===== src/wbct_pkg.sv =====
package wbct_pkg;

  // Field widths
  localparam int unsigned DUR_W   = 23;
  localparam int unsigned MIN_W   = 7;
  localparam int unsigned SEC_W   = 6;
  localparam int unsigned PHASE_W = 2;
  localparam int unsigned IDX_W   = 1;

  // Whole seconds of a 23-bit millisecond count stay below 8389.
  localparam int unsigned SECS_W = 14;
  // Whole minutes of that count stay below 140.
  localparam int unsigned MINS_W = 8;

  // Phase codes as they appear on the result channel.
  localparam logic [PHASE_W-1:0] PHASE_IDLE   = 2'd0;
  localparam logic [PHASE_W-1:0] PHASE_WORK   = 2'd1;
  localparam logic [PHASE_W-1:0] PHASE_BREAK  = 2'd2;
  localparam logic [PHASE_W-1:0] PHASE_PAUSED = 2'd3;

  // Configuration register indexes.
  localparam logic [IDX_W-1:0] REG_WORK_DUR  = 1'b0;
  localparam logic [IDX_W-1:0] REG_BREAK_DUR = 1'b1;

  // Reset values of the duration registers.
  localparam logic [DUR_W-1:0] WORK_DUR_RST  = 23'd1500000;
  localparam logic [DUR_W-1:0] BREAK_DUR_RST = 23'd300000;

  // ms / 1000 is computed as (ms >> 3) / 125, and that as a multiply by
  // ceil(2^27 / 125) and a right shift by 27, exact for 20-bit operands.
  localparam int unsigned      MS_DIV_X_W  = DUR_W - 3;
  localparam int unsigned      MS_MUL_W    = 21;
  localparam int unsigned      MS_PROD_W   = MS_DIV_X_W + MS_MUL_W;
  localparam int unsigned      MS_SHIFT    = 27;
  localparam logic [MS_MUL_W-1:0] MS_MUL   = 21'd1073742;

  // secs / 60 is computed as (secs >> 2) / 15, and that as a multiply by
  // ceil(2^16 / 15) and a right shift by 16, exact for 12-bit operands.
  localparam int unsigned      SEC_DIV_X_W = SECS_W - 2;
  localparam int unsigned      SEC_MUL_W   = 13;
  localparam int unsigned      SEC_PROD_W  = SEC_DIV_X_W + SEC_MUL_W;
  localparam int unsigned      SEC_SHIFT   = 16;
  localparam logic [SEC_MUL_W-1:0] SEC_MUL = 13'd4370;

  localparam logic [MINS_W-1:0] MINUTE_WRAP = 8'd100;

  // Status that rides along with the time value through the display pipeline.
  typedef struct packed {
    logic [PHASE_W-1:0] phase;
    logic               press_beep;
    logic               timeup_beep;
  } wbct_tag_t;

endpackage


===== src/wbct_time_split.sv =====
module wbct_time_split
  import wbct_pkg::*;
(
  input  logic              clk,
  input  logic              rst_n,
  input  logic              in_valid,
  output logic              in_ready,
  input  logic [DUR_W-1:0]  in_ms,
  input  wbct_tag_t         in_tag,
  output logic              out_valid,
  input  logic              out_ready,
  output logic [MIN_W-1:0]  out_minutes,
  output logic [SEC_W-1:0]  out_seconds,
  output wbct_tag_t         out_tag
);

  // Stage 1: millisecond count. Stage 2: whole seconds.
  // Stage 3: seconds and minutes. Stage 4: display fields.
  logic              v1_r, v2_r, v3_r, v4_r;
  logic              rdy1, rdy2, rdy3, rdy4;
  logic [DUR_W-1:0]  ms_r;
  logic [SECS_W-1:0] secs2_r, secs3_r;
  logic [MINS_W-1:0] mins3_r;
  logic [MIN_W-1:0]  minutes_r;
  logic [SEC_W-1:0]  seconds_r;
  wbct_tag_t         tag1_r, tag2_r, tag3_r, tag4_r;

  logic [MS_PROD_W-1:0]  ms_prod;
  logic [SEC_PROD_W-1:0] sec_prod;
  logic [SECS_W-1:0]     mins_x60;
  logic [SECS_W-1:0]     sec_rem;
  logic [MINS_W-1:0]     mins_wrapped;

  // A stage takes new data when it is empty or its successor takes its data.
  assign rdy4     = !v4_r || out_ready;
  assign rdy3     = !v3_r || rdy4;
  assign rdy2     = !v2_r || rdy3;
  assign rdy1     = !v1_r || rdy2;
  assign in_ready = rdy1;

  assign ms_prod  = MS_PROD_W'(ms_r[DUR_W-1:3]) * MS_PROD_W'(MS_MUL);
  assign sec_prod = SEC_PROD_W'(secs2_r[SECS_W-1:2]) * SEC_PROD_W'(SEC_MUL);

  // minutes * 60 as minutes * 64 - minutes * 4
  assign mins_x60     = (SECS_W'(mins3_r) << 6) - (SECS_W'(mins3_r) << 2);
  assign sec_rem      = secs3_r - mins_x60;
  assign mins_wrapped = (mins3_r >= MINUTE_WRAP) ? (mins3_r - MINUTE_WRAP) : mins3_r;

  always_ff @(posedge clk) begin
    if (!rst_n) begin
      v1_r <= 1'b0;
      v2_r <= 1'b0;
      v3_r <= 1'b0;
      v4_r <= 1'b0;
    end else begin
      if (rdy1) v1_r <= in_valid;
      if (rdy2) v2_r <= v1_r;
      if (rdy3) v3_r <= v2_r;
      if (rdy4) v4_r <= v3_r;
    end
  end

  always_ff @(posedge clk) begin
    if (rdy1) begin
      ms_r   <= in_ms;
      tag1_r <= in_tag;
    end
    if (rdy2) begin
      secs2_r <= ms_prod[MS_SHIFT +: SECS_W];
      tag2_r  <= tag1_r;
    end
    if (rdy3) begin
      secs3_r <= secs2_r;
      mins3_r <= sec_prod[SEC_SHIFT +: MINS_W];
      tag3_r  <= tag2_r;
    end
    if (rdy4) begin
      minutes_r <= mins_wrapped[MIN_W-1:0];
      seconds_r <= sec_rem[SEC_W-1:0];
      tag4_r    <= tag3_r;
    end
  end

  assign out_valid   = v4_r;
  assign out_minutes = minutes_r;
  assign out_seconds = seconds_r;
  assign out_tag     = tag4_r;

endmodule


===== src/work_break_countdown_timer.sv =====
// Pipeline: an accepted input transaction passes the millisecond, whole-seconds,
// seconds-and-minutes and display-field registers in turn before out_valid rises.
// Throughput: one transaction per cycle if out_ready is high; the four-stage display pipeline
// collapses bubbles, so in_ready stays high while any stage is free, even if out_ready is low.
// Reset (rst_n low at a rising edge, synchronous) empties the pipeline, puts the timer in
// idle with the work phase remembered, loads 1500000 ms and sets the durations to defaults.
module work_break_countdown_timer
  import wbct_pkg::*;
(
  input  logic               clk,
  input  logic               rst_n,
  input  logic               in_valid,
  output logic               in_ready,
  input  logic               in_start_level,
  input  logic               in_reset_level,
  output logic               out_valid,
  input  logic               out_ready,
  output logic [MIN_W-1:0]   out_shown_minutes,
  output logic [SEC_W-1:0]   out_shown_seconds,
  output logic [PHASE_W-1:0] out_phase,
  output logic               out_press_beep,
  output logic               out_timeup_beep,
  input  logic               cfg_we,
  input  logic [IDX_W-1:0]   cfg_index,
  input  logic [DUR_W-1:0]   cfg_wdata
);

  // Timer state, one-hot encoded.
  typedef enum logic [3:0] {
    ST_IDLE   = 4'b0001,
    ST_WORK   = 4'b0010,
    ST_BREAK  = 4'b0100,
    ST_PAUSED = 4'b1000
  } state_t;

  state_t            state_r, state_nxt;
  logic [DUR_W-1:0]  remaining_r, remaining_nxt;
  logic              paused_brk_r, paused_brk_nxt;
  logic              prev_start_r;
  logic              prev_reset_r;
  logic [DUR_W-1:0]  work_dur_r;
  logic [DUR_W-1:0]  break_dur_r;

  logic              in_acc;
  logic              start_edge;
  logic              reset_edge;
  logic              press;
  logic              timeup;
  logic [DUR_W-1:0]  shown_ms;
  wbct_tag_t         tag_in;
  wbct_tag_t         tag_out;

  assign in_acc = in_valid && in_ready;

  // A press is a falling edge of the active-low button level between two ticks.
  // Both levels are tracked on every tick, whatever the current phase.
  assign start_edge = !in_start_level && prev_start_r;
  assign reset_edge = !in_reset_level && prev_reset_r;

  // Next-state logic for one tick. The shown time is the remaining time after
  // this tick, except on an expiry tick, where it reads zero while the counter
  // already holds the full duration of the next phase.
  always_comb begin
    state_nxt      = state_r;
    remaining_nxt  = remaining_r;
    paused_brk_nxt = paused_brk_r;
    press          = 1'b0;
    timeup         = 1'b0;
    shown_ms       = remaining_r;
    unique case (state_r)
      ST_IDLE: begin
        if (start_edge) begin
          press         = 1'b1;
          state_nxt     = ST_WORK;
          remaining_nxt = work_dur_r;
        end
        shown_ms = remaining_nxt;
      end
      ST_WORK, ST_BREAK: begin
        if (remaining_r <= DUR_W'(1)) begin
          // Countdown expired: switch to the other phase with its full length.
          timeup   = 1'b1;
          shown_ms = '0;
          if (state_r == ST_WORK) begin
            state_nxt     = ST_BREAK;
            remaining_nxt = break_dur_r;
          end else begin
            state_nxt     = ST_WORK;
            remaining_nxt = work_dur_r;
          end
        end else begin
          remaining_nxt = remaining_r - DUR_W'(1);
          shown_ms      = remaining_nxt;
        end
        // A start press pauses whichever phase is current after this tick,
        // which is the new phase when the press lands on an expiry tick.
        if (start_edge) begin
          press          = 1'b1;
          paused_brk_nxt = (state_nxt == ST_BREAK);
          state_nxt      = ST_PAUSED;
        end
      end
      ST_PAUSED: begin
        // Reset is honored only here and wins over a simultaneous start press.
        if (reset_edge) begin
          press         = 1'b1;
          state_nxt     = ST_IDLE;
          remaining_nxt = work_dur_r;
        end else if (start_edge) begin
          press     = 1'b1;
          state_nxt = paused_brk_r ? ST_BREAK : ST_WORK;
        end
        // A reset press shows the freshly loaded work time.
        shown_ms = remaining_nxt;
      end
      default: begin
        state_nxt = ST_IDLE;
      end
    endcase
  end

  // Phase code reported with the result, taken from the state after this tick.
  always_comb begin
    tag_in.press_beep  = press;
    tag_in.timeup_beep = timeup;
    unique case (state_nxt)
      ST_IDLE:   tag_in.phase = PHASE_IDLE;
      ST_WORK:   tag_in.phase = PHASE_WORK;
      ST_BREAK:  tag_in.phase = PHASE_BREAK;
      ST_PAUSED: tag_in.phase = PHASE_PAUSED;
      default:   tag_in.phase = PHASE_IDLE;
    endcase
  end

  // Timer state advances once per accepted transaction.
  always_ff @(posedge clk) begin
    if (!rst_n) begin
      state_r      <= ST_IDLE;
      remaining_r  <= WORK_DUR_RST;
      paused_brk_r <= 1'b0;
      prev_start_r <= 1'b0;
      prev_reset_r <= 1'b0;
    end else if (in_acc) begin
      state_r      <= state_nxt;
      remaining_r  <= remaining_nxt;
      paused_brk_r <= paused_brk_nxt;
      prev_start_r <= in_start_level;
      prev_reset_r <= in_reset_level;
    end
  end

  // Duration registers. A new value takes effect at the next load of the
  // counter; a countdown already in progress keeps its value.
  always_ff @(posedge clk) begin
    if (!rst_n) begin
      work_dur_r  <= WORK_DUR_RST;
      break_dur_r <= BREAK_DUR_RST;
    end else if (cfg_we) begin
      unique case (cfg_index)
        REG_WORK_DUR:  work_dur_r  <= cfg_wdata;
        REG_BREAK_DUR: break_dur_r <= cfg_wdata;
        default:       work_dur_r  <= work_dur_r;
      endcase
    end
  end

  // Splits the shown milliseconds into minutes modulo 100 and seconds.
  wbct_time_split u_time_split (
    .clk         (clk),
    .rst_n       (rst_n),
    .in_valid    (in_valid),
    .in_ready    (in_ready),
    .in_ms       (shown_ms),
    .in_tag      (tag_in),
    .out_valid   (out_valid),
    .out_ready   (out_ready),
    .out_minutes (out_shown_minutes),
    .out_seconds (out_shown_seconds),
    .out_tag     (tag_out)
  );

  assign out_phase       = tag_out.phase;
  assign out_press_beep  = tag_out.press_beep;
  assign out_timeup_beep = tag_out.timeup_beep;

  // Without an accepted transaction the timer does not move.
  a_hold_idle: assert property (@(posedge clk) disable iff (!rst_n)
    !in_acc |=> $stable(state_r) && $stable(remaining_r) && $stable(paused_brk_r))
    else $error("timer state changed without an accepted transaction");

  // A running phase with time left counts down by exactly one per tick.
  a_count_down: assert property (@(posedge clk) disable iff (!rst_n)
    in_acc && (state_r == ST_WORK || state_r == ST_BREAK) && remaining_r > DUR_W'(1)
    |=> remaining_r == $past(remaining_r) - DUR_W'(1))
    else $error("running countdown did not decrement by one");

  // Paused with no press: time and phase stay frozen.
  a_pause_frozen: assert property (@(posedge clk) disable iff (!rst_n)
    in_acc && state_r == ST_PAUSED && !start_edge && !reset_edge
    |=> state_r == ST_PAUSED && $stable(remaining_r))
    else $error("paused timer moved without a press");

  // An expiry result always shows zero time.
  a_timeup_zero: assert property (@(posedge clk) disable iff (!rst_n)
    out_valid && out_timeup_beep |-> out_shown_minutes == '0 && out_shown_seconds == '0)
    else $error("time-up result shows nonzero time");

  // Time-up only comes out of a running phase, so the phase is never idle.
  a_timeup_phase: assert property (@(posedge clk) disable iff (!rst_n)
    out_valid && out_timeup_beep |-> out_phase != PHASE_IDLE)
    else $error("time-up result reports idle phase");

endmodule

===== config.mk =====
export PLATFORM = sky130hd
export DESIGN_NAME = work_break_countdown_timer
export DESIGN_NICKNAME = d
export VERILOG_FILES = /design/src/wbct_pkg.sv /design/src/wbct_time_split.sv /design/src/work_break_countdown_timer.sv
export SDC_FILE = /design/constraint.sdc
export NUM_CORES = 1
export LEC_CHECK = 0
export ABC_CLOCK_PERIOD_IN_PS = 7800
export BUFFER_PORTS_ARGS = -buffer_cell sky130_fd_sc_hd__buf_2
export CORE_AREA = 2 2 225 183
export CTS_BUF_LIST = sky130_fd_sc_hd__clkbuf_16
export DETAILED_ROUTE_END_ITERATION = 7
export DIE_AREA = 0 0 227 185
export PLACE_DENSITY = 0.51
export SLEW_MARGIN = 30
export SYNTH_ARGS = -nofsm -noshare
export SYNTH_HDL_FRONTEND = slang
export SYNTH_SLANG_ARGS = --single-unit

===== constraint.sdc =====
create_clock -name clk -period 7.8 [get_ports clk]
set_input_delay 0.39 -clock clk [delete_from_list [all_inputs] [get_ports clk]]
set_output_delay 0.39 -clock clk [all_outputs]
set_load 0.05 [all_outputs]

* Yosys cells after proc, flatten, opt, wreduce, memory -nomap -nowiden
Index checks and enable logic that the tools add are counted.
Widths: inputs -> output; s select.
** Word-level totals
- Bits of input ports :: 31
- Word-level logic and storage cells :: 88
- Register bits :: 160
- Output and inout port bits :: 19
** Operators by class
- Reductions and logical operators :: 20
- Bitwise gates (word level) :: 1
- Multiplexer cells :: 22
- Multipliers :: 2
- Add/subtract/negate cells :: 4
- $lt $le $gt $ge :: 2
- Eq/ne operators :: 8
** Operator list (count)
- $pmux 23 s3 :: 2
- $mux 23 :: 5
- $mul 20x20->40 const B :: 1
- $mux 4 :: 6
- $le 23x1->1 const B :: 1
- $mul 12x12->23 const B :: 1
- $sub 23x1->23 const B :: 1
- $eq 4x3->1 const B :: 3
- $pmux 4 s3 :: 1
- $eq 4x2->1 const B :: 2
- $eq 4x4->1 const B :: 2
- $ge 8x7->1 const B :: 1
- $mux 7 :: 1
- $sub 7x7->7 const B :: 1
- $logic_not 1->1 :: 6
- $mux 3 :: 2
- $pmux 2 s3 :: 1
- $reduce_and 2->1 :: 3
- $sub 1x6->6 const A :: 1
- $sub 6x6->6 :: 1
- $eq 4x1->1 const B :: 1
- $logic_or 1x1->1 :: 4
- $logic_and 1x1->1 :: 3
- $mux 1 :: 3
- 6 further kinds :: 6

* Depth between registers and ports, before layout
- Word-level depth :: 8
- Depth in mapped cells :: 20

* Cells and area by module
Synthesis repeated with hierarchy kept, for this count alone.
** Unflattened totals
- Cell total of the unflattened synthesis :: 1511
- Area, all modules :: 14441.4 um^2
** Modules (own cells, without submodules)
- wbct_time_split :: cells each 865, times used 1, area an instance 9491.6 um^2, sequential area each 2392.3 um^2
- work_break_countdown_timer :: cells each 646, times used 1, area an instance 4949.7 um^2, sequential area each 1521.5 um^2

* Least setup slack after synthesis
No wires, ideal clock.
- Kind :: flip-flop to flip-flop
- From :: reg u_time_split.ms_r[5]
- To :: reg u_time_split.secs2_r[13] (data pin)
- Library setup time :: 0.255 ns
- Arrival :: 5.308 ns
- Stages on the path, launching flop included :: 20
- Clock period less this slack :: 5.562 ns
- Slack :: 2.238 ns
- Path through :: edfxtp_1 ha_1 ha_1 inv_1 fa_1 fa_1 inv_1 fa_1 fa_1 inv_1 fa_1 inv_1 ha_1 and3_1 a221o_1 a211oi_1 a211oi_1 nor4_1 o31ai_1 and2_1
** Between the ends
- Word-level cells in the longest chain between the ends :: 1
** RTL lines
- start: declaration :: RTL line wbct_time_split.sv:21 : logic [DUR_W-1:0] ms_r;
- start signal: assignment :: RTL line wbct_time_split.sv:65 : ms_r <= in_ms;
- $mul 20x20->40 :: RTL line wbct_time_split.sv:41 : assign ms_prod = MS_PROD_W'(ms_r[DUR_W-1:3]) * MS_PROD_W'(MS_MUL);
- named net u_time_split.ms_prod[40] :: RTL line wbct_time_split.sv:28 : logic [MS_PROD_W-1:0] ms_prod;
- end signal: assignment :: RTL line wbct_time_split.sv:69 : secs2_r <= ms_prod[MS_SHIFT +: SECS_W];
- end: declaration :: RTL line wbct_time_split.sv:22 : logic [SECS_W-1:0] secs2_r, secs3_r;
The timed path passes the listed nets, and every way through them passes these cells.
A chain may end at the register's enable or synchronous reset.

* Worst setup path in the final report
- From :: reg u_time_split.ms_r[6]
- To :: reg u_time_split.secs2_r[12] (data pin)
Same word-level chain as after synthesis.

==> out/metrics.sh <==
STATUS='completed'
TIMING.CRITICAL_PATH.FANOUT_MAX=6
SETUP_TNS_PS=0
ROUTE.DETAILED.WL_PER_INST_UM=16.6
NNETSFINAL=1799
SHARE_OF_POST_ROUTE_CELLS_WITH_DRIVE_STRENGTH_ABOVE_1=0.0716
SYNTH-SEQ-CELLS=157
CRITPATHKIND='reg2reg'
GRT_START_MAX_NET_PINS=81
POST_DR_VIAS_CELL=4.94
GLOBALPLACE.CONGESTION=0.859
SYNTHESIS.YOSYS.WARNINGS=0
WORST-ENDPOINT-REQUIRED_PS=7980
NFILLCELLS=4042
DRC=0
HOLD_PATH.CLASS='in2reg'
CLK-INSERTION-DELAY-LATE_PS=450
FINALHOLDVIOLCOUNT=0
SYNTH.TOP_CELLS.BY_AREA='sky130_fd_sc_hd__ha_1, sky130_fd_sc_hd__edfxtp_1, sky130_fd_sc_hd__fa_1, sky130_fd_sc_hd__dfxtp_1, sky130_fd_sc_hd__inv_1'
POST_SYNTH_NUM_CELL_TYPES=62
TIGHTESTPINTRANSITION_PS=966
SYN_AREA_PER_CELL_UM2=9.73
CHIPHEIGHT_UM=185
CTS_POST_SETUP_BUFFERS_INSERTED=0
ANTENNA_CELLS_INSERTED=0
CLOCK_TREE.BUFFER_DEPTH=2
R2R_CELLS=20
INITIAL_UTILIZATION=0.345
FINALWIRELENGTH_UM=33200
FIN_CRIT_SH=0.790
TIMING.FINAL.CRIT_PERIOD_PS=6160
SYN_TO_FINAL_GROWTH_PCT=9.88
GRT_SETUP_UNREPAIRED='false'
FP-ROW-COUNT=66
FMAX_MHz=162
SYNTH_TOP_CELL_BY_AREA='sky130_fd_sc_hd__ha_1'
NUMBER_OF_FLOPS_MAPPED_TO_ENABLE_CELLS_BY_YOSYS=77
FINAL_MAX_SLEW_VIOL_COUNT=0
SYNTH_TOP_CELLS_BY_COUNT='sky130_fd_sc_hd__ha_1, sky130_fd_sc_hd__inv_1, sky130_fd_sc_hd__nand2_1, sky130_fd_sc_hd__fa_1, sky130_fd_sc_hd__dfxtp_1'
IO_BUFFERS=49
SLEW-LIMIT-HEADROOM=0.356
GRT_ANTENNA_BEFORE_REPAIR=0
HOLDBUFCOUNTCTS=0
TIMING.HOLD.WORST_PATH_DEPTH=3
HPWL_UM=26200
GRT_REMAINING_OVERFLOW=0
SYNTH.MOST_COMMON_CELL='sky130_fd_sc_hd__ha_1'
TOTAL_NUMBER_OF_VIAS=9865
ANTENNA_VIOLATING_NETS_POST_ROUTE=0
NUMCTSBUFFERS=17
MAXCAPVIOLATIONS=0
POST_CTS_CLOCK_SLEW_AT_THE_LAUNCH_AND_CAPTURE_REGISTERS_OF_THE_WORST_SETUP_AND_HOLD_PATHS_PS=70
POSTSYNTH.ASYNCRESETSHARE=0
WORST_CLOCK_SKEW_PS=20.3
SYNTH_TOP_AREA_SHARE=0.214
BOUNDARYPINS=50
YS_SEQ_AREA_FRAC=0.284
GR-USAGE-ALL-LAYERS=0.166
DRT_PASS1_ITERATIONS=5
CTS_ROOT_BUF='sky130_fd_sc_hd__clkbuf_16'
STARTPOINT_TYPE='flip-flop'
DIE-WIDTH_UM=227
LAYOUTNONFILLERINSTCOUNT=1996
CLKSINKCOUNT=157
SYNTH_INSTANCES=1417
DIE_AREA_MM2=0.0420
PLACEABLECOREAREA_MM2=0.0400
GRT_PASS1_WL_UM=54000
DATA_ARRIVAL_TIME_OF_THE_WORST_PATH_PS=6340
PLACE.DETAILED.INSTANCES=1964
POST_CTS.RESIZED_INSTANCES=0
DRT-INITIAL-DRC-COUNT=563
FIRST_GLOBAL_VIAS=9795
MAPPEDNETLISTAREA_MM2=0.0138
TRITONCTS='built'
CTSHTREEMAXLEVEL=4
SETUP_VIOLATIONS=0
CRITPATHCAPTURETYPE='flip-flop'
SYNTH.NET_COUNT=1777
YS.FLOP_TYPE='sky130_fd_sc_hd__dfxtp_1'
## registers in the layout, indices dropped and copies added (netlist names), 4 cells and up, named ones only
register / flops
u_time_split.ms_r: 20
u_time_split.out_seconds: 6
u_time_split.mins3_r: 8
state_r: 4
u_time_split.tag2_r: 4
u_time_split.tag3_r: 4
u_time_split.secs3_r: 6
u_time_split.tag1_r: 4
remaining_r: 20
break_dur_r: 23
work_dur_r: 23
u_time_split.secs2_r: 14
u_time_split.out_tag: 4
u_time_split.out_minutes: 7
## stage by stage
| step | hold WS [ps] | util | worst slack (ps) | area [um^2] |
|---|---|---|---|---|
| after floorplan | 400 | - | 2240 | 13800 |
| after global placement | 403 | 0.364 | 1670 | 14600 |
| after detailed placement | 405 | 0.365 | 1610 | 14600 |
| after CTS | 141 | 0.379 | 1580 | 15100 |
| after global routing | 150 | 0.379 | 1230 | 15100 |
| final | 163 | 0.379 | 1640 | 15100 |
## worst max-delay path, stage by stage, from the launching register on
cell	delay, ps
sky130_fd_sc_hd__edfxtp_1	520
sky130_fd_sc_hd__ha_1	330
sky130_fd_sc_hd__ha_1	180
sky130_fd_sc_hd__inv_1	70
sky130_fd_sc_hd__fa_1	440
sky130_fd_sc_hd__fa_1	490
sky130_fd_sc_hd__inv_1	50
sky130_fd_sc_hd__fa_1	460
sky130_fd_sc_hd__fa_1	540
sky130_fd_sc_hd__inv_1	50
sky130_fd_sc_hd__fa_1	500
sky130_fd_sc_hd__inv_1	40
sky130_fd_sc_hd__ha_1	300
sky130_fd_sc_hd__and3_1	220
sky130_fd_sc_hd__nand2_1	90
sky130_fd_sc_hd__nor4_1	360
sky130_fd_sc_hd__a211oi_1	160
sky130_fd_sc_hd__a211oi_1	500
sky130_fd_sc_hd__nor4_1	140
sky130_fd_sc_hd__o31ai_1	360
sky130_fd_sc_hd__xnor2_1	100
## cell families (layout without fill, tap and decap cells)
logic type,after synthesis,count (layout),share of synthesized area
adder cells (fa/ha/maj),329,329,0.349
AND/OR/NAND/NOR,327,327,0.111
buffers and inverters,281,316,0.0782
AO/OA/AOI/OAI,249,249,0.127
flip-flops,157,157,0.284
multiplexers,40,40,0.0290
XOR/XNOR,34,34,0.0216
## layout by cell type (no fill, tap or decap), types with 9 or more instances in the layout
| cell type | synthesis | final |
|---|---|---|
| sky130_fd_sc_hd__nor2b_1 | 11 | 10 |
| sky130_fd_sc_hd__xnor2_1 | 20 | 20 |
| sky130_fd_sc_hd__nand2_1 | 158 | 158 |
| sky130_fd_sc_hd__clkbuf_16 | 0 | 18 |
| sky130_fd_sc_hd__xor2_1 | 14 | 14 |
| sky130_fd_sc_hd__nor3_1 | 22 | 22 |
| sky130_fd_sc_hd__nand2b_1 | 9 | 9 |
| sky130_fd_sc_hd__a221o_1 | 31 | 31 |
| sky130_fd_sc_hd__ha_1 | 236 | 236 |
| sky130_fd_sc_hd__o22ai_1 | 19 | 19 |
| sky130_fd_sc_hd__nand4_1 | 10 | 10 |
| sky130_fd_sc_hd__buf_4 | 1 | 9 |
| sky130_fd_sc_hd__buf_2 | 4 | 49 |
| sky130_fd_sc_hd__nand3_1 | 37 | 37 |
| sky130_fd_sc_hd__mux2i_1 | 40 | 40 |
| sky130_fd_sc_hd__o21ai_0 | 49 | 49 |
| sky130_fd_sc_hd__inv_1 | 226 | 226 |
| sky130_fd_sc_hd__a21oi_1 | 41 | 41 |
| sky130_fd_sc_hd__dfxtp_1 | 80 | 80 |
| sky130_fd_sc_hd__edfxtp_1 | 77 | 77 |
| sky130_fd_sc_hd__fa_1 | 93 | 93 |
| sky130_fd_sc_hd__nor2_1 | 41 | 39 |
| sky130_fd_sc_hd__a21boi_0 | 33 | 33 |
| sky130_fd_sc_hd__a21o_1 | 17 | 17 |
## routing by layer
layer | track usage | vias to the layer above | wire [um]
li1 | - | 4944 | -
met1 | 0.251 | 4698 | 17600
met2 | 0.247 | 201 | 14000
met3 | 0.0251 | 22 | 1230
met4 | 0.0379 | 0 | 349
met5 | 0 | - | 0
## final cells by class
class / count / area (um^2) / area share
flip-flops and latches: 157 / 3910 / 0.258
inverters: 226 / 848 / 0.0560
multi-input cells: 979 / 8820 / 0.582
repair buffers: 58 / 313 / 0.0206
clock inverters: 14 / 121 / 0.00801
well taps: 544 / 681 / 0.0449
clock buffers: 18 / 450 / 0.0297
## worst paths after layout
path              slack [ps]                            endpoint                              start
setup / recovery        1640  u_time_split.secs2_r[12]$_DFFE_PP_     u_time_split.ms_r[6]$_DFFE_PN_
hold / removal           160          work_dur_r[5]$_SDFFE_PN1P_                       cfg_wdata[5]
setup reg to reg        1640  u_time_split.secs2_r[12]$_DFFE_PP_     u_time_split.ms_r[6]$_DFFE_PN_
hold reg to reg          420   u_time_split.secs3_r[1]$_DFFE_PP_  u_time_split.secs2_r[1]$_DFFE_PP_
Power is left out: the tool's default activity adds up to more than one toggle a clock period on the data nets, which glitch-free logic cannot reach.
